==> src/rtl/core/dlr_pkg.sv <==
// ----------------------------------------------------------------------------
// dlr_pkg
// Shared types and constants of the DDA line rasterizer: request and pixel
// formats, the queued command format, default geometry and register codes.
// ----------------------------------------------------------------------------
`default_nettype none

package dlr_pkg;

  // Default geometry and fixed-point format.
  localparam int unsigned SCREEN_WIDTH  = 1024;
  localparam int unsigned SCREEN_HEIGHT = 768;
  localparam int unsigned FRAC_BITS     = 16;
  localparam int unsigned QUEUE_DEPTH   = 2;

  // Configuration port.
  localparam int unsigned PADDR_W      = 3;
  localparam int unsigned PDATA_W      = 32;
  localparam int unsigned COLOR_W      = 24;
  localparam logic [COLOR_W-1:0] COLOR_RESET = 24'hFFFFFF;
  localparam logic        REG_PIXEL_COLOR = 1'b0;

  // Request kinds.
  localparam logic KIND_START   = 1'b0;
  localparam logic KIND_ADVANCE = 1'b1;

  localparam int unsigned COORD_W = 16;
  localparam int unsigned ADDR_W  = 20;

  typedef struct packed {
    logic                      kind;
    logic signed [COORD_W-1:0] start_x;
    logic signed [COORD_W-1:0] start_y;
    logic signed [COORD_W-1:0] end_x;
    logic signed [COORD_W-1:0] end_y;
  } in_item_t;

  typedef struct packed {
    logic signed [COORD_W-1:0] pixel_x;
    logic signed [COORD_W-1:0] pixel_y;
    logic                      in_window;
    logic [ADDR_W-1:0]         pixel_address;
    logic [COLOR_W-1:0]        color;
    logic                      last;
  } out_item_t;

  // Classified command handed from the front to the back.
  typedef struct packed {
    logic                      kind;
    logic signed [COORD_W-1:0] start_x;
    logic signed [COORD_W-1:0] start_y;
    logic [COORD_W-1:0]        abs_x;
    logic [COORD_W-1:0]        abs_y;
    logic                      neg_x;
    logic                      neg_y;
  } cmd_t;

endpackage

`default_nettype wire

==> src/rtl/core/dlr_front.sv <==
// ----------------------------------------------------------------------------
// dlr_front
// Accepts requests and classifies them: start requests get their signed
// deltas split into magnitude and direction before they are queued.
// ----------------------------------------------------------------------------
`default_nettype none

module dlr_front (
  input  wire logic              in_valid_i,
  input  wire dlr_pkg::in_item_t in_req_i,
  output logic                   in_stall_o,
  input  wire logic              q_full_i,
  output logic                   q_push_o,
  output dlr_pkg::cmd_t          q_cmd_o
);

  logic signed [dlr_pkg::COORD_W:0] dx;
  logic signed [dlr_pkg::COORD_W:0] dy;
  logic [dlr_pkg::COORD_W:0]        ax;
  logic [dlr_pkg::COORD_W:0]        ay;

  assign in_stall_o = q_full_i;
  assign q_push_o   = in_valid_i && !q_full_i;

  always_comb begin
    dx = {in_req_i.end_x[dlr_pkg::COORD_W-1], in_req_i.end_x}
       - {in_req_i.start_x[dlr_pkg::COORD_W-1], in_req_i.start_x};
    dy = {in_req_i.end_y[dlr_pkg::COORD_W-1], in_req_i.end_y}
       - {in_req_i.start_y[dlr_pkg::COORD_W-1], in_req_i.start_y};
    ax = dx[dlr_pkg::COORD_W] ? -dx : dx;
    ay = dy[dlr_pkg::COORD_W] ? -dy : dy;

    q_cmd_o.kind    = in_req_i.kind;
    q_cmd_o.start_x = in_req_i.start_x;
    q_cmd_o.start_y = in_req_i.start_y;
    // A magnitude never exceeds 65535, so the top bit can be dropped.
    q_cmd_o.abs_x   = ax[dlr_pkg::COORD_W-1:0];
    q_cmd_o.abs_y   = ay[dlr_pkg::COORD_W-1:0];
    q_cmd_o.neg_x   = dx[dlr_pkg::COORD_W];
    q_cmd_o.neg_y   = dy[dlr_pkg::COORD_W];
  end

endmodule

`default_nettype wire

==> src/rtl/core/dlr_fifo.sv <==
// ----------------------------------------------------------------------------
// dlr_fifo
// Short command queue between the front and the back.
// ----------------------------------------------------------------------------
`default_nettype none

module dlr_fifo #(
  parameter int unsigned DEPTH = dlr_pkg::QUEUE_DEPTH
) (
  input  wire logic          clk_i,
  input  wire logic          rst_ni,
  input  wire logic          push_i,
  input  wire dlr_pkg::cmd_t data_i,
  output logic               full_o,
  input  wire logic          pop_i,
  output logic               valid_o,
  output dlr_pkg::cmd_t      data_o
);

  localparam int unsigned PTR_W = (DEPTH > 1) ? $clog2(DEPTH) : 1;
  localparam int unsigned CNT_W = $clog2(DEPTH + 1);

  dlr_pkg::cmd_t    mem_q [DEPTH];
  logic [PTR_W-1:0] wr_ptr_q, wr_ptr_d;
  logic [PTR_W-1:0] rd_ptr_q, rd_ptr_d;
  logic [CNT_W-1:0] count_q, count_d;
  logic             do_push, do_pop;

  assign full_o  = (count_q == CNT_W'(DEPTH));
  assign valid_o = (count_q != '0);
  assign data_o  = mem_q[rd_ptr_q];
  assign do_push = push_i && !full_o;
  assign do_pop  = pop_i && valid_o;

  always_comb begin
    wr_ptr_d = wr_ptr_q;
    rd_ptr_d = rd_ptr_q;
    count_d  = count_q;
    if (do_push) begin
      wr_ptr_d = (wr_ptr_q == PTR_W'(DEPTH - 1)) ? '0 : wr_ptr_q + 1'b1;
    end
    if (do_pop) begin
      rd_ptr_d = (rd_ptr_q == PTR_W'(DEPTH - 1)) ? '0 : rd_ptr_q + 1'b1;
    end
    if (do_push && !do_pop) begin
      count_d = count_q + 1'b1;
    end else if (do_pop && !do_push) begin
      count_d = count_q - 1'b1;
    end
  end

  always_ff @(posedge clk_i or negedge rst_ni) begin
    if (!rst_ni) begin
      wr_ptr_q <= '0;
      rd_ptr_q <= '0;
      count_q  <= '0;
    end else begin
      wr_ptr_q <= wr_ptr_d;
      rd_ptr_q <= rd_ptr_d;
      count_q  <= count_d;
    end
  end

  always_ff @(posedge clk_i) begin
    if (do_push) begin
      mem_q[wr_ptr_q] <= data_i;
    end
  end

endmodule

`default_nettype wire

==> src/rtl/core/dlr_div.sv <==
// ----------------------------------------------------------------------------
// dlr_div
// Restoring unsigned divider, one quotient bit per cycle.
// ----------------------------------------------------------------------------
`default_nettype none

module dlr_div #(
  parameter int unsigned DIV_W = dlr_pkg::FRAC_BITS + 17,
  parameter int unsigned DEN_W = dlr_pkg::COORD_W
) (
  input  wire logic             clk_i,
  input  wire logic             rst_ni,
  input  wire logic             start_i,
  input  wire logic [DIV_W-1:0] dividend_i,
  input  wire logic [DEN_W-1:0] divisor_i,
  output logic                  done_o,
  output logic [DIV_W-1:0]      quotient_o
);

  localparam int unsigned CNT_W = $clog2(DIV_W + 1);

  logic             busy_q;
  logic             done_q;
  logic [CNT_W-1:0] cnt_q;
  logic [DEN_W-1:0] den_q;
  logic [DEN_W-1:0] rem_q;
  logic [DIV_W-1:0] quo_q;
  logic [DEN_W:0]   shifted;
  logic [DEN_W+1:0] diff;
  logic             fits;

  // The remainder stays below the divisor, so it fits DEN_W bits.
  assign shifted = {rem_q, quo_q[DIV_W-1]};
  assign diff    = {1'b0, shifted} - {2'b00, den_q};
  assign fits    = !diff[DEN_W+1];

  assign done_o     = done_q;
  assign quotient_o = quo_q;

  always_ff @(posedge clk_i or negedge rst_ni) begin
    if (!rst_ni) begin
      busy_q <= 1'b0;
      done_q <= 1'b0;
      cnt_q  <= '0;
    end else begin
      done_q <= 1'b0;
      if (start_i) begin
        busy_q <= 1'b1;
        cnt_q  <= CNT_W'(DIV_W);
      end else if (busy_q) begin
        cnt_q <= cnt_q - 1'b1;
        if (cnt_q == CNT_W'(1)) begin
          busy_q <= 1'b0;
          done_q <= 1'b1;
        end
      end
    end
  end

  always_ff @(posedge clk_i) begin
    if (start_i) begin
      den_q <= divisor_i;
      rem_q <= '0;
      quo_q <= dividend_i;
    end else if (busy_q) begin
      rem_q <= fits ? diff[DEN_W-1:0] : shifted[DEN_W-1:0];
      quo_q <= {quo_q[DIV_W-2:0], fits};
    end
  end

endmodule

`default_nettype wire

==> src/rtl/core/dlr_back.sv <==
// ----------------------------------------------------------------------------
// dlr_back
// Executes queued commands: sets up segments with two dividers, steps the
// fixed-point position and produces pixels through a two-stage output path.
// ----------------------------------------------------------------------------
`default_nettype none

module dlr_back #(
  parameter int unsigned SCREEN_WIDTH  = dlr_pkg::SCREEN_WIDTH,
  parameter int unsigned SCREEN_HEIGHT = dlr_pkg::SCREEN_HEIGHT,
  parameter int unsigned FRAC_BITS     = dlr_pkg::FRAC_BITS
) (
  input  wire logic                        clk_i,
  input  wire logic                        rst_ni,
  input  wire logic                        cmd_valid_i,
  input  wire dlr_pkg::cmd_t               cmd_i,
  output logic                             cmd_pop_o,
  input  wire logic [dlr_pkg::COLOR_W-1:0] color_i,
  output logic                             out_valid_o,
  output dlr_pkg::out_item_t               out_rsp_o,
  input  wire logic                        out_stall_i
);

  localparam int unsigned CW     = dlr_pkg::COORD_W;
  localparam int unsigned POS_W  = FRAC_BITS + 18;
  localparam int unsigned STEP_W = FRAC_BITS + 2;
  localparam int unsigned DIV_W  = FRAC_BITS + 17;
  localparam int unsigned FL_W   = POS_W - FRAC_BITS;
  localparam int unsigned DIM_W  = 12;
  localparam int unsigned PROD_W = 2 * DIM_W + 2;

  typedef enum logic [1:0] {
    ST_RUN = 2'b01,
    ST_DIV = 2'b10
  } back_state_e;

  back_state_e       state_q, state_d;
  logic              active_q, active_d;
  logic [POS_W-1:0]  pos_x_q, pos_x_d;
  logic [POS_W-1:0]  pos_y_q, pos_y_d;
  logic [STEP_W-1:0] step_x_q, step_x_d;
  logic [STEP_W-1:0] step_y_q, step_y_d;
  logic [CW-1:0]     left_q, left_d;
  logic              neg_x_q, neg_x_d;
  logic              neg_y_q, neg_y_d;

  logic              s1_valid_q, s1_valid_d;
  logic              s1_load;
  logic [POS_W-1:0]  s1_x_q;
  logic [POS_W-1:0]  s1_y_q;
  logic              s1_last_q;
  logic              out_valid_q;
  dlr_pkg::out_item_t out_q;
  logic              out_ready;
  logic              s1_free;

  logic [CW-1:0]     steps_c;
  logic [DIV_W-1:0]  dvd_x, dvd_y;
  logic [DIV_W-1:0]  quo_x, quo_y;
  logic              done_x, done_y;
  logic              div_start;
  logic [STEP_W-1:0] mag_x, mag_y;
  logic [POS_W-1:0]  pos_x_nx, pos_y_nx;

  logic [FL_W-1:0]   x_fl, y_fl;
  logic              x_neg, y_neg;
  logic              x_up, y_up;
  logic              in_win;
  logic [PROD_W-1:0] addr_full;
  dlr_pkg::out_item_t pix;

  assign out_ready = !out_valid_q || !out_stall_i;
  assign s1_free   = !s1_valid_q || out_ready;

  assign steps_c = (cmd_i.abs_x >= cmd_i.abs_y) ? cmd_i.abs_x : cmd_i.abs_y;
  // Adding half the step count before dividing rounds to nearest.
  assign dvd_x = {1'b0, cmd_i.abs_x, {FRAC_BITS{1'b0}}} + DIV_W'(steps_c >> 1);
  assign dvd_y = {1'b0, cmd_i.abs_y, {FRAC_BITS{1'b0}}} + DIV_W'(steps_c >> 1);

  dlr_div #(
    .DIV_W (DIV_W),
    .DEN_W (CW)
  ) u_div_x (
    .clk_i      (clk_i),
    .rst_ni     (rst_ni),
    .start_i    (div_start),
    .dividend_i (dvd_x),
    .divisor_i  (steps_c),
    .done_o     (done_x),
    .quotient_o (quo_x)
  );

  dlr_div #(
    .DIV_W (DIV_W),
    .DEN_W (CW)
  ) u_div_y (
    .clk_i      (clk_i),
    .rst_ni     (rst_ni),
    .start_i    (div_start),
    .dividend_i (dvd_y),
    .divisor_i  (steps_c),
    .done_o     (done_y),
    .quotient_o (quo_y)
  );

  // The quotient never exceeds one unit, so FRAC_BITS+1 bits carry it.
  assign mag_x = {1'b0, quo_x[FRAC_BITS:0]};
  assign mag_y = {1'b0, quo_y[FRAC_BITS:0]};

  assign pos_x_nx = pos_x_q + {{(POS_W-STEP_W){step_x_q[STEP_W-1]}}, step_x_q};
  assign pos_y_nx = pos_y_q + {{(POS_W-STEP_W){step_y_q[STEP_W-1]}}, step_y_q};

  always_comb begin
    state_d    = state_q;
    active_d   = active_q;
    pos_x_d    = pos_x_q;
    pos_y_d    = pos_y_q;
    step_x_d   = step_x_q;
    step_y_d   = step_y_q;
    left_d     = left_q;
    neg_x_d    = neg_x_q;
    neg_y_d    = neg_y_q;
    cmd_pop_o  = 1'b0;
    div_start  = 1'b0;
    s1_load    = 1'b0;

    case (state_q)
      ST_RUN: begin
        if (cmd_valid_i) begin
          if (cmd_i.kind == dlr_pkg::KIND_START) begin
            cmd_pop_o = 1'b1;
            active_d  = 1'b0;
            pos_x_d   = {{2{cmd_i.start_x[CW-1]}}, cmd_i.start_x, {FRAC_BITS{1'b0}}};
            pos_y_d   = {{2{cmd_i.start_y[CW-1]}}, cmd_i.start_y, {FRAC_BITS{1'b0}}};
            neg_x_d   = cmd_i.neg_x;
            neg_y_d   = cmd_i.neg_y;
            left_d    = steps_c;
            if (steps_c != '0) begin
              div_start = 1'b1;
              state_d   = ST_DIV;
            end
          end else if (!active_q) begin
            cmd_pop_o = 1'b1;
          end else if (s1_free) begin
            cmd_pop_o = 1'b1;
            s1_load   = 1'b1;
            pos_x_d   = pos_x_nx;
            pos_y_d   = pos_y_nx;
            left_d    = left_q - 1'b1;
            if (left_q == CW'(1)) begin
              active_d = 1'b0;
            end
          end
        end
      end
      ST_DIV: begin
        if (done_x && done_y) begin
          step_x_d = neg_x_q ? -mag_x : mag_x;
          step_y_d = neg_y_q ? -mag_y : mag_y;
          active_d = 1'b1;
          state_d  = ST_RUN;
        end
      end
      default: begin
        state_d = ST_RUN;
      end
    endcase
  end

  always_comb begin
    s1_valid_d = s1_valid_q;
    if (s1_load) begin
      s1_valid_d = 1'b1;
    end else if (out_ready) begin
      s1_valid_d = 1'b0;
    end
  end

  // Pixel fields from the stepped position. Floor values serve the window
  // test and the address; the reported coordinates round toward zero.
  always_comb begin
    x_fl   = s1_x_q[POS_W-1:FRAC_BITS];
    y_fl   = s1_y_q[POS_W-1:FRAC_BITS];
    x_neg  = s1_x_q[POS_W-1];
    y_neg  = s1_y_q[POS_W-1];
    x_up   = x_neg && (|s1_x_q[FRAC_BITS-1:0]);
    y_up   = y_neg && (|s1_y_q[FRAC_BITS-1:0]);
    in_win = !x_neg && !y_neg
          && (x_fl < FL_W'(SCREEN_WIDTH)) && (y_fl < FL_W'(SCREEN_HEIGHT));
    addr_full = PROD_W'(x_fl[DIM_W-1:0])
              + PROD_W'(SCREEN_WIDTH) * PROD_W'(y_fl[DIM_W-1:0]);

    pix.pixel_x       = x_fl[CW-1:0] + CW'(x_up);
    pix.pixel_y       = y_fl[CW-1:0] + CW'(y_up);
    pix.in_window     = in_win;
    pix.pixel_address = in_win ? addr_full[dlr_pkg::ADDR_W-1:0] : '0;
    pix.color         = color_i;
    pix.last          = s1_last_q;
  end

  always_ff @(posedge clk_i or negedge rst_ni) begin
    if (!rst_ni) begin
      state_q     <= ST_RUN;
      active_q    <= 1'b0;
      pos_x_q     <= '0;
      pos_y_q     <= '0;
      step_x_q    <= '0;
      step_y_q    <= '0;
      left_q      <= '0;
      neg_x_q     <= 1'b0;
      neg_y_q     <= 1'b0;
      s1_valid_q  <= 1'b0;
      out_valid_q <= 1'b0;
    end else begin
      state_q    <= state_d;
      active_q   <= active_d;
      pos_x_q    <= pos_x_d;
      pos_y_q    <= pos_y_d;
      step_x_q   <= step_x_d;
      step_y_q   <= step_y_d;
      left_q     <= left_d;
      neg_x_q    <= neg_x_d;
      neg_y_q    <= neg_y_d;
      s1_valid_q <= s1_valid_d;
      if (out_ready) begin
        out_valid_q <= s1_valid_q;
      end
    end
  end

  always_ff @(posedge clk_i) begin
    if (s1_load) begin
      s1_x_q    <= pos_x_nx;
      s1_y_q    <= pos_y_nx;
      s1_last_q <= (left_q == CW'(1));
    end
    if (out_ready && s1_valid_q) begin
      out_q <= pix;
    end
  end

  assign out_valid_o = out_valid_q;
  assign out_rsp_o   = out_q;

endmodule

`default_nettype wire

==> src/rtl/core/dda_line_rasterizer_unit.sv <==
// ----------------------------------------------------------------------------
// dda_line_rasterizer_unit
// DDA line rasterizer: turns segment requests into a stream of pixels.
// ----------------------------------------------------------------------------
// Requests arrive on in_valid_i/in_req_i and are held off with in_stall_o.
// A start request loads a segment; each advance request steps it once and
// yields one pixel on out_valid_o/out_rsp_o, which the receiver holds with
// out_stall_i. The start point is never emitted, and neither a zero-length
// segment nor an advance without an active segment produces a pixel.
// An accepted advance passes the s1 stage and then the output register;
// advances run at one pixel per cycle unless the output stalls or a
// division runs. A start request holds the back end while the two bit-serial
// dividers form the per-axis increments; requests queue behind it meanwhile.
// A stalled output keeps its pixel; one more pixel waits in the stage
// behind it and further requests collect in the command queue.
// Reset empties the queue and the pipeline, ends any segment and sets the
// pixel color register (APB offset 0) to white.
// ----------------------------------------------------------------------------
`default_nettype none

module dda_line_rasterizer_unit #(
  parameter int unsigned SCREEN_WIDTH  = dlr_pkg::SCREEN_WIDTH,
  parameter int unsigned SCREEN_HEIGHT = dlr_pkg::SCREEN_HEIGHT,
  parameter int unsigned FRAC_BITS     = dlr_pkg::FRAC_BITS,
  parameter int unsigned QUEUE_DEPTH   = dlr_pkg::QUEUE_DEPTH
) (
  input  wire logic                        clk_i,
  input  wire logic                        rst_ni,
  input  wire logic                        in_valid_i,
  input  wire dlr_pkg::in_item_t           in_req_i,
  output logic                             in_stall_o,
  output logic                             out_valid_o,
  output dlr_pkg::out_item_t               out_rsp_o,
  input  wire logic                        out_stall_i,
  input  wire logic                        psel,
  input  wire logic                        penable,
  input  wire logic                        pwrite,
  input  wire logic [dlr_pkg::PADDR_W-1:0] paddr,
  input  wire logic [dlr_pkg::PDATA_W-1:0] pwdata,
  output logic [dlr_pkg::PDATA_W-1:0]      prdata,
  output logic                             pready
);

  logic [dlr_pkg::COLOR_W-1:0] pixel_color_q;
  logic                        reg_sel;
  logic                        q_full;
  logic                        q_push;
  logic                        q_valid;
  logic                        q_pop;
  dlr_pkg::cmd_t               q_cmd_in;
  dlr_pkg::cmd_t               q_cmd_out;

  assign pready  = 1'b1;
  assign reg_sel = (paddr[2] == dlr_pkg::REG_PIXEL_COLOR);
  assign prdata  = reg_sel
                 ? {{(dlr_pkg::PDATA_W-dlr_pkg::COLOR_W){1'b0}}, pixel_color_q}
                 : '0;

  always_ff @(posedge clk_i or negedge rst_ni) begin
    if (!rst_ni) begin
      pixel_color_q <= dlr_pkg::COLOR_RESET;
    end else if (psel && penable && pwrite && pready && reg_sel) begin
      pixel_color_q <= pwdata[dlr_pkg::COLOR_W-1:0];
    end
  end

  dlr_front u_front (
    .in_valid_i (in_valid_i),
    .in_req_i   (in_req_i),
    .in_stall_o (in_stall_o),
    .q_full_i   (q_full),
    .q_push_o   (q_push),
    .q_cmd_o    (q_cmd_in)
  );

  dlr_fifo #(
    .DEPTH (QUEUE_DEPTH)
  ) u_fifo (
    .clk_i   (clk_i),
    .rst_ni  (rst_ni),
    .push_i  (q_push),
    .data_i  (q_cmd_in),
    .full_o  (q_full),
    .pop_i   (q_pop),
    .valid_o (q_valid),
    .data_o  (q_cmd_out)
  );

  dlr_back #(
    .SCREEN_WIDTH  (SCREEN_WIDTH),
    .SCREEN_HEIGHT (SCREEN_HEIGHT),
    .FRAC_BITS     (FRAC_BITS)
  ) u_back (
    .clk_i       (clk_i),
    .rst_ni      (rst_ni),
    .cmd_valid_i (q_valid),
    .cmd_i       (q_cmd_out),
    .cmd_pop_o   (q_pop),
    .color_i     (pixel_color_q),
    .out_valid_o (out_valid_o),
    .out_rsp_o   (out_rsp_o),
    .out_stall_i (out_stall_i)
  );

endmodule

`default_nettype wire
==> config.mk <==
export PLATFORM = sky130hd
export DESIGN_NAME = dda_line_rasterizer_unit
export DESIGN_NICKNAME = d
export VERILOG_FILES = /design/src/rtl/core/dlr_pkg.sv /design/src/rtl/core/dlr_front.sv /design/src/rtl/core/dlr_fifo.sv /design/src/rtl/core/dlr_div.sv /design/src/rtl/core/dlr_back.sv /design/src/rtl/core/dda_line_rasterizer_unit.sv
export SDC_FILE = /design/constraint.sdc
export NUM_CORES = 1
export LEC_CHECK = 0
export BUFFER_PORTS_ARGS = -buffer_cell sky130_fd_sc_hd__buf_2
export CORE_MARGIN = 10
export CORE_UTILIZATION = 60
export DETAILED_ROUTE_END_ITERATION = 16
export PLACE_DENSITY_LB_ADDON = 0.25
export SLEW_MARGIN = 30
export SYNTH_ARGS = -nofsm -noshare
export SYNTH_HDL_FRONTEND = slang
export SYNTH_SLANG_ARGS = --single-unit
==> constraint.sdc <==
create_clock -name clk_i -period 15.8 [get_ports clk_i]
set_clock_uncertainty 0.15 [all_clocks]
set_input_delay 0.79 -clock clk_i [delete_from_list [all_inputs] [get_ports clk_i]]
set_output_delay 0.79 -clock clk_i [all_outputs]
set_load 0.05 [all_outputs]
# Yosys cells after proc, flatten, opt, wreduce, memory -nomap -nowiden
# Memory sizes are Yosys's and may differ from the RTL's.
# Cells that the tools add are included.
dict set report totals {
  register_bits 432
  latch_bits 0
  mem_bits_rw 134
  romBits 0
  input_bits 107
  output_inout_bits 113
  wordCells 186
  memories 1
}
# memory words word_bits rd rd_clocked_by_memory_dff write_ports line
set memory_table {}
lappend memory_table {u_fifo.mem_q 2 67 1 0 1 dlr_fifo.sv:23} ;# dlr_pkg::cmd_t mem_q [DEPTH];
dict set report classes {
  n_addsub 22
  multipliers 0
  div 0
  magnitude_cmp 3
  eq_ne 12
  n_shift 0
  mux 70
  bitwise 2
  n_reduce_logical 41
}
# cell count
set ops {}
lappend ops {{two-way mux 34 bit} 6}
lappend ops {{two-way mux 33 bit} 4}
lappend ops {{two-way mux 16 bit} 8}
lappend ops {{adder 34 bit} 2}
lappend ops {{adder 32 x 15 -> 33 bit} 2}
lappend ops {{two-way mux 1 bit} 37}
lappend ops {{two-way mux 18 bit} 2}
lappend ops {{negator 17 -> 18 bit} 2}
lappend ops {{subtractor 17 x 16 -> 18 bit} 2}
lappend ops {{subtractor 16 x 16 -> 17 bit} 2}
lappend ops {{adder 16 x 1 -> 16 bit} 2}
lappend ops {{negator 16 bit} 2}
lappend ops {{OR reduction 16 bit} 2}
lappend ops {{two-way mux 24 bit} 1}
lappend ops {{two-way mux 6 bit} 4}
lappend ops {{adder 12 x 20 -> 20 bit} 1}
lappend ops {{less-than comparator 18 x 10 -> 1 bit, second input constant} 1}
lappend ops {{less-than comparator 18 x 11 -> 1 bit, second input constant} 1}
lappend ops {{== test 16 x 1 -> 1 bit, second input constant} 1}
lappend ops {{>= comparator 16 bit} 1}
lappend ops {{nonzero test 16 bit} 1}
lappend ops {{subtractor 16 x 1 -> 16 bit, second input constant} 1}
lappend ops {{logical AND 1 bit} 15}
lappend ops {{== test 6 x 1 -> 1 bit, second input constant} 2}
lappend ops {{18 further kinds} 48}

# Longest topological paths before layout
dict set report depth {
  word_depth 12
  mapped_depth 19
  ltp_nobuf 16
}

# Modules after synthesis
# Synthesis repeated with hierarchy kept, for this count alone.
dict set report unflattened {
  hier_cells 2869
  hier_area_um2 32302.2
}
# mod instances cells_each area_each_um2 seq_area_each_um2
set modules_own_cells {}
lappend modules_own_cells {dlr_back 1 1483 15478.6 7593.5}
lappend modules_own_cells {dlr_fifo 1 228 5123.7 4124.0}
lappend modules_own_cells {{dlr_div (u_back.u_div_y)} 1 339 3841.2 1991.9}
lappend modules_own_cells {{dlr_div (u_back.u_div_x)} 1 339 3839.9 1991.9}
lappend modules_own_cells {dlr_front 1 392 2761.4 0.0}
lappend modules_own_cells {dda_line_rasterizer_unit 1 88 1257.5 630.6}

# Worst setup path before layout
# OpenSTA, ideal clock, no wires.
dict set report synth_path {
  path_kind {input -> register}
  from {input port out_stall_i}
  to {register u_back.out_q (netlist bit u_back.out_rsp_o[0]) (enable)}
  setup_time_ps 633
  arrival_time_ps 6431
  required_ps 15017
  path_slack_ps 8585
  stages 1
  path_buffers 0
  path_cell_list {a21boi_0}
}
dict set report synth_between {
  elab_chain_cells 3
}
# element line
set synth_rtl {}
lappend synth_rtl {{from (decl)} dda_line_rasterizer_unit.sv:34} ;# input wire logic out_stall_i,
lappend synth_rtl {{logical NOT 1 bit} dlr_back.sv:72} ;# assign out_ready = !out_valid_q || !out_stall_i;
lappend synth_rtl {{logical OR 1 bit} dlr_back.sv:72}
lappend synth_rtl {{logical AND 1 bit} dlr_back.sv:237} ;# if (out_ready && s1_valid_q) begin
lappend synth_rtl {{to (signal assigned)} dlr_back.sv:238} ;# out_q <= pix;
lappend synth_rtl {{to (decl)} dlr_back.sv:53} ;# dlr_pkg::out_item_t out_q;
# Every way passes these cells.
# A chain may end at the register's enable or synchronous reset.

# Worst setup path after layout
dict set report layout_path {
  from {register u_fifo.rd_ptr_q}
  to {register u_back.u_div_x.rem_q[0]}
}
dict set report layout_between {
  elab_chain_cells 8
}
# element line
set layout_rtl {}
lappend layout_rtl {{from (decl)} dlr_fifo.sv:25} ;# logic [PTR_W-1:0] rd_ptr_q, rd_ptr_d;
lappend layout_rtl {{from (signal assigned)} dlr_fifo.sv:59} ;# rd_ptr_q <= rd_ptr_d;
lappend layout_rtl {{memory (2 x 67 bit) (*)} -}
lappend layout_rtl {{>= comparator 16 bit} dlr_back.sv:75} ;# assign steps_c = (cmd_i.abs_x >= cmd_i.abs_y) ? cmd_i.abs_x : cmd_i.abs_y;
lappend layout_rtl {{two-way mux 16 bit} dlr_back.sv:75}
lappend layout_rtl {{nonzero test 16 bit} dlr_back.sv:138} ;# if (steps_c != '0) begin
lappend layout_rtl {{two-way mux 1 bit} dlr_back.sv:138}
lappend layout_rtl {{two-way mux 1 bit (*)} dlr_back.sv:130} ;# if (cmd_i.kind == dlr_pkg::KIND_START) begin
lappend layout_rtl {{two-way mux 1 bit (*)} dlr_back.sv:129} ;# if (cmd_valid_i) begin
lappend layout_rtl {{two-way mux 1 bit (*)} dlr_back.sv:127} ;# case (state_q)
lappend layout_rtl {{to (signal assigned)} dlr_div.sv:66} ;# rem_q <= fits ? diff[DEN_W-1:0] : shifted[DEN_W-1:0];
lappend layout_rtl {{to (decl)} dlr_div.sv:26} ;# logic [DEN_W-1:0] rem_q;
# Mark *: on every way between the ends. The rest lies on a longest branch, timed or not.

==> summary.md <==
| Metric | Value |
|---|---|
| Status | `finished, final reports clean` |
| GRT Total Usage | `23.2%` |
| Clock buffer depth | `3` |
| VDD IR-drop max | `0.167 mV` |
| Max FO, Critical Path | `49` |
| Die Area | `59,400 sq um` |
| Critical path buffers and inverters | `3` |
| Max-Cap Viols | `0` |
| CP max stage cell | `dfrtp_4` |
| Delay-heaviest family, CP | `buffers and inverters` |
| Worst hold slack | `0.239 ns` |
| Synth top area cells | `edfxtp_1 36%, dfrtp_1 12%, ha_1 6.9%, o21ai_0 3.7%, mux2i_1 3.5%` |
| Crit share post-route | `33.2%` |
| Detailed Place HPWL | `51,700 um` |
| Initial antenna violation count | `1` |
| Met2 routed WL | `34,500 um` |
| Post-synth EDFFs | `363` |
| Setup TNS | `0 ns` |
| Hold-fix buffers, CTS | `1` |
| Met3 Wirelength | `4810 um` |
| Type of the worst setup path | `reg -> reg` |
| Synth cell types | `93` |
| Wire per inst | `19.5 um` |
| DR DRC count | `0` |
| Max Used Layer | `met4` |
| Seq cells post-synth | `566` |
| Slew @ Worst Pin | `0.922 ns` |
| F_max | `0.190 GHz` |
| Vias per cell | `5.96` |
| Synth warn | `0` |
| Delay of the slowest cell on the worst path | `0.84 ns` |
| Ratio of cells with drive above 1 in the final layout | `13.3%` |
| Vias in the first global route | `21,300` |
| Pwr/cell area | `179 nW/um^2` |
| Slew Viols, Final | `0` |
| Clock Pin Slew Worst Setup and Hold Paths | `0.06 ns` |
| I/O Buffers | `200` |
| Row cnt | `81` |
| Sequential area share after synthesis | `52.7%` |
| Drt total wl | `71,100 um` |
| Unrepaired setup endpoints after global routing | `false` |
| RD Place Congestion | `0.887` |
| DR iter-0 viols | `1,694` |
| Min-Delay Path Depth | `1` |
| Post-CTS Setup Bufs | `0` |
| Crit. End Element | `flip-flop` |
| Sequential share of power | `38.6%` |
| Synth async-reset ratio | `30.2%` |
| Clock Root Buffer | `clkbuf_16` |
| Synth top area share | `36.3%` |
| Clock Latency Late Sink | `0.62 ns` |
| CP Cell Sequence | `buf_4 > mux2i_1 > ha_1 > a21o_1 > a21oi_1 > nor4_1 > nor3_2 > buf_4 > mux2i_1 > nand2_4 > inv_2 > or4b_1 > o311ai_0` |
| Ys flop type | `edfxtp_1` |
| CTS tree | `yes` |
| Core area | `49,300 sq um` |
| Via count | `21,700` |
| Final Hold Vio Count | `0` |
| Arr. time, crit path | `5.55 ns` |
| Pint | `3.73 mW` |
| Largest area contributor in the netlist | `edfxtp_1` |
| TritonRoute pass-1 iters | `6` |
| Combinational power share | `39.2%` |
| Met1 Wirelength | `29,500 um` |
| Final number of setup-violating endpoints | `0` |
| Post-Synthesis Cell Area | `30,100 sq um` |
| Post_cts resized | `0` |
| Starting Density | `61.0%` |
| Net Sw Frac | `38.0%` |
| Count leader, synth | `edfxtp_1` |
| Nets | `3,212` |
| Routed Antenna Nets | `0` |
| Clock Power Share | `22.2%` |
| CTS buffer count | `57` |
| Avg Cell Area, Syn | `10.9 sq um` |
| Synth Instances | `2,755` |
| Min Tclk post-route | `5.25 ns` |
| Clk sinks | `566` |
| Final non-filler cell total | `3,645` |
| Ports | `220` |
| Commonest cells in the netlist | `363 x edfxtp_1, 279 x nand2_1, 220 x o21ai_0` |
| First-pass GRT wire length | `113,000 um` |
| Hold crit path type | `in -> reg` |
| Worst reg2reg path depth | `13` |
| Sw Pwr | `2.28 mW` |
| Slew margin rel. | `38.5%` |
| Placed Cells | `3,537` |
| Leak pwr | `14.5 nW` |
| Layout Area Growth over Synthesis | `11.7%` |
| CTS H-tree depth | `2` |
| Crit path launch type | `flip-flop` |
| Vert. Die Dim | `244 um` |
| Largest net degree at the start of global routing | `106` |
| Critical Path RT | `16.10 ns` |
| Die span in x | `244 um` |
| Gr ovfl total | `0` |
| Critical path depth in cells | `13` |
==> routing by layer <==
metal,track usage (%),up-vias
met3,3.61,141
met2,39.2,759
met1,29.8,10400
li1,-,10400
met4,8.51,0
met5,0,-
==> final timing paths <==
kind / startpoint / to / slack [ns]
setup / recovery: u_fifo.rd_ptr_q$_DFFE_PN0P_ / u_back.u_div_x.rem_q[0]$_SDFFE_PP0P_ / 10.55
hold / removal: in_req_i[38] / u_fifo.mem_q[0][40]$_DFFE_PP_ / 0.24
setup reg to reg: u_fifo.rd_ptr_q$_DFFE_PN0P_ / u_back.u_div_x.rem_q[0]$_SDFFE_PP0P_ / 10.55
hold reg to reg: u_back.s1_last_q$_DFFE_PP_ / u_back.out_rsp_o[0]$_DFFE_PP_ / 0.30
max in group asynchronous: rst_ni / u_back.pos_y_q[2]$_DFFE_PN0P_ / 13.78
min in group asynchronous: rst_ni / u_fifo.wr_ptr_q$_DFFE_PN0P_ / 0.50
==> stage by stage <==
step	total power [mW]	util, %	setup WS (ns)	area (sq um)
6_report	6.01	68.2	10.55	33600
5_1_grt	6.39	68.2	10.27	33600
4_1_cts	6.01	68.1	10.56	33600
3_5_place_dp	4.66	64.3	10.56	31700
3_3_place_gp	4.55	64.3	10.62	31700
2_1_floorplan	4.02	-	8.59	30100
==> sequential cells by signal (all words and copies together) (netlist names), 33 cells and up <==
register / flops
u_back.pos_y_q: 34
u_back.u_div_x.quotient_o: 33
u_fifo.mem_q: 134
u_back.pos_x_q: 34
u_back.u_div_y.quotient_o: 33
u_back.s1_y_q: 34
u_back.s1_x_q: 34
u_back.out_rsp_o: 78
==> power groups by stage <==
stage	sequential (mW)	clock, mW	combinational [mW]
2_1_floorplan	2.24	0	1.78
3_3_place_gp	2.32	0	2.22
3_5_place_dp	2.34	0	2.32
4_1_cts	2.31	1.36	2.34
5_1_grt	2.36	1.42	2.61
6_report	2.32	1.33	2.35
==> kinds of logic after synthesis <==
kind of cell	count (synthesis)	synth area share, %
xor+xnor	211	6.15
mux	133	4.55
fa+ha+maj	172	7.33
flops	566	52.7
buf+inv	242	3.20
simple gates	756	11.9
other cells	2	0.0250
compound gates	673	14.1
==> placed cells by master, fill, tap and decap left out, types with 22 or more instances in the layout <==
cell / netlist / layout
dfstp_2: 25 / 25
nor2_1: 173 / 171
a22o_1: 31 / 31
a21o_1: 61 / 61
mux2_2: 27 / 27
and2_1: 23 / 23
edfxtp_1: 363 / 363
inv_1: 131 / 130
nand2_1: 279 / 278
o21ai_0: 220 / 220
nand4_1: 27 / 27
o21a_1: 25 / 25
clkbuf_16: 0 / 58
dfxtp_1: 32 / 32
ha_1: 165 / 165
a21oi_1: 163 / 163
nor2b_1: 41 / 41
and3_1: 23 / 22
xnor2_1: 119 / 119
nor3_1: 44 / 43
xor2_1: 92 / 92
nand3_1: 51 / 50
dfrtp_1: 146 / 145
buf_2: 7 / 199
mux2i_1: 105 / 104
==> layout make-up <==
class | instances | area, sq um
sequential | 566 | 15900
fill | 3735 | 15700
multi-input combinational | 1954 | 13400
clock buffer | 72 | 1530
timing repair buffer | 220 | 1170
tap | 664 | 831
inverter | 134 | 504
clock inverter | 34 | 325
antenna | 1 | 2.50
No activity file was read; power rests on OpenSTA's default activity.
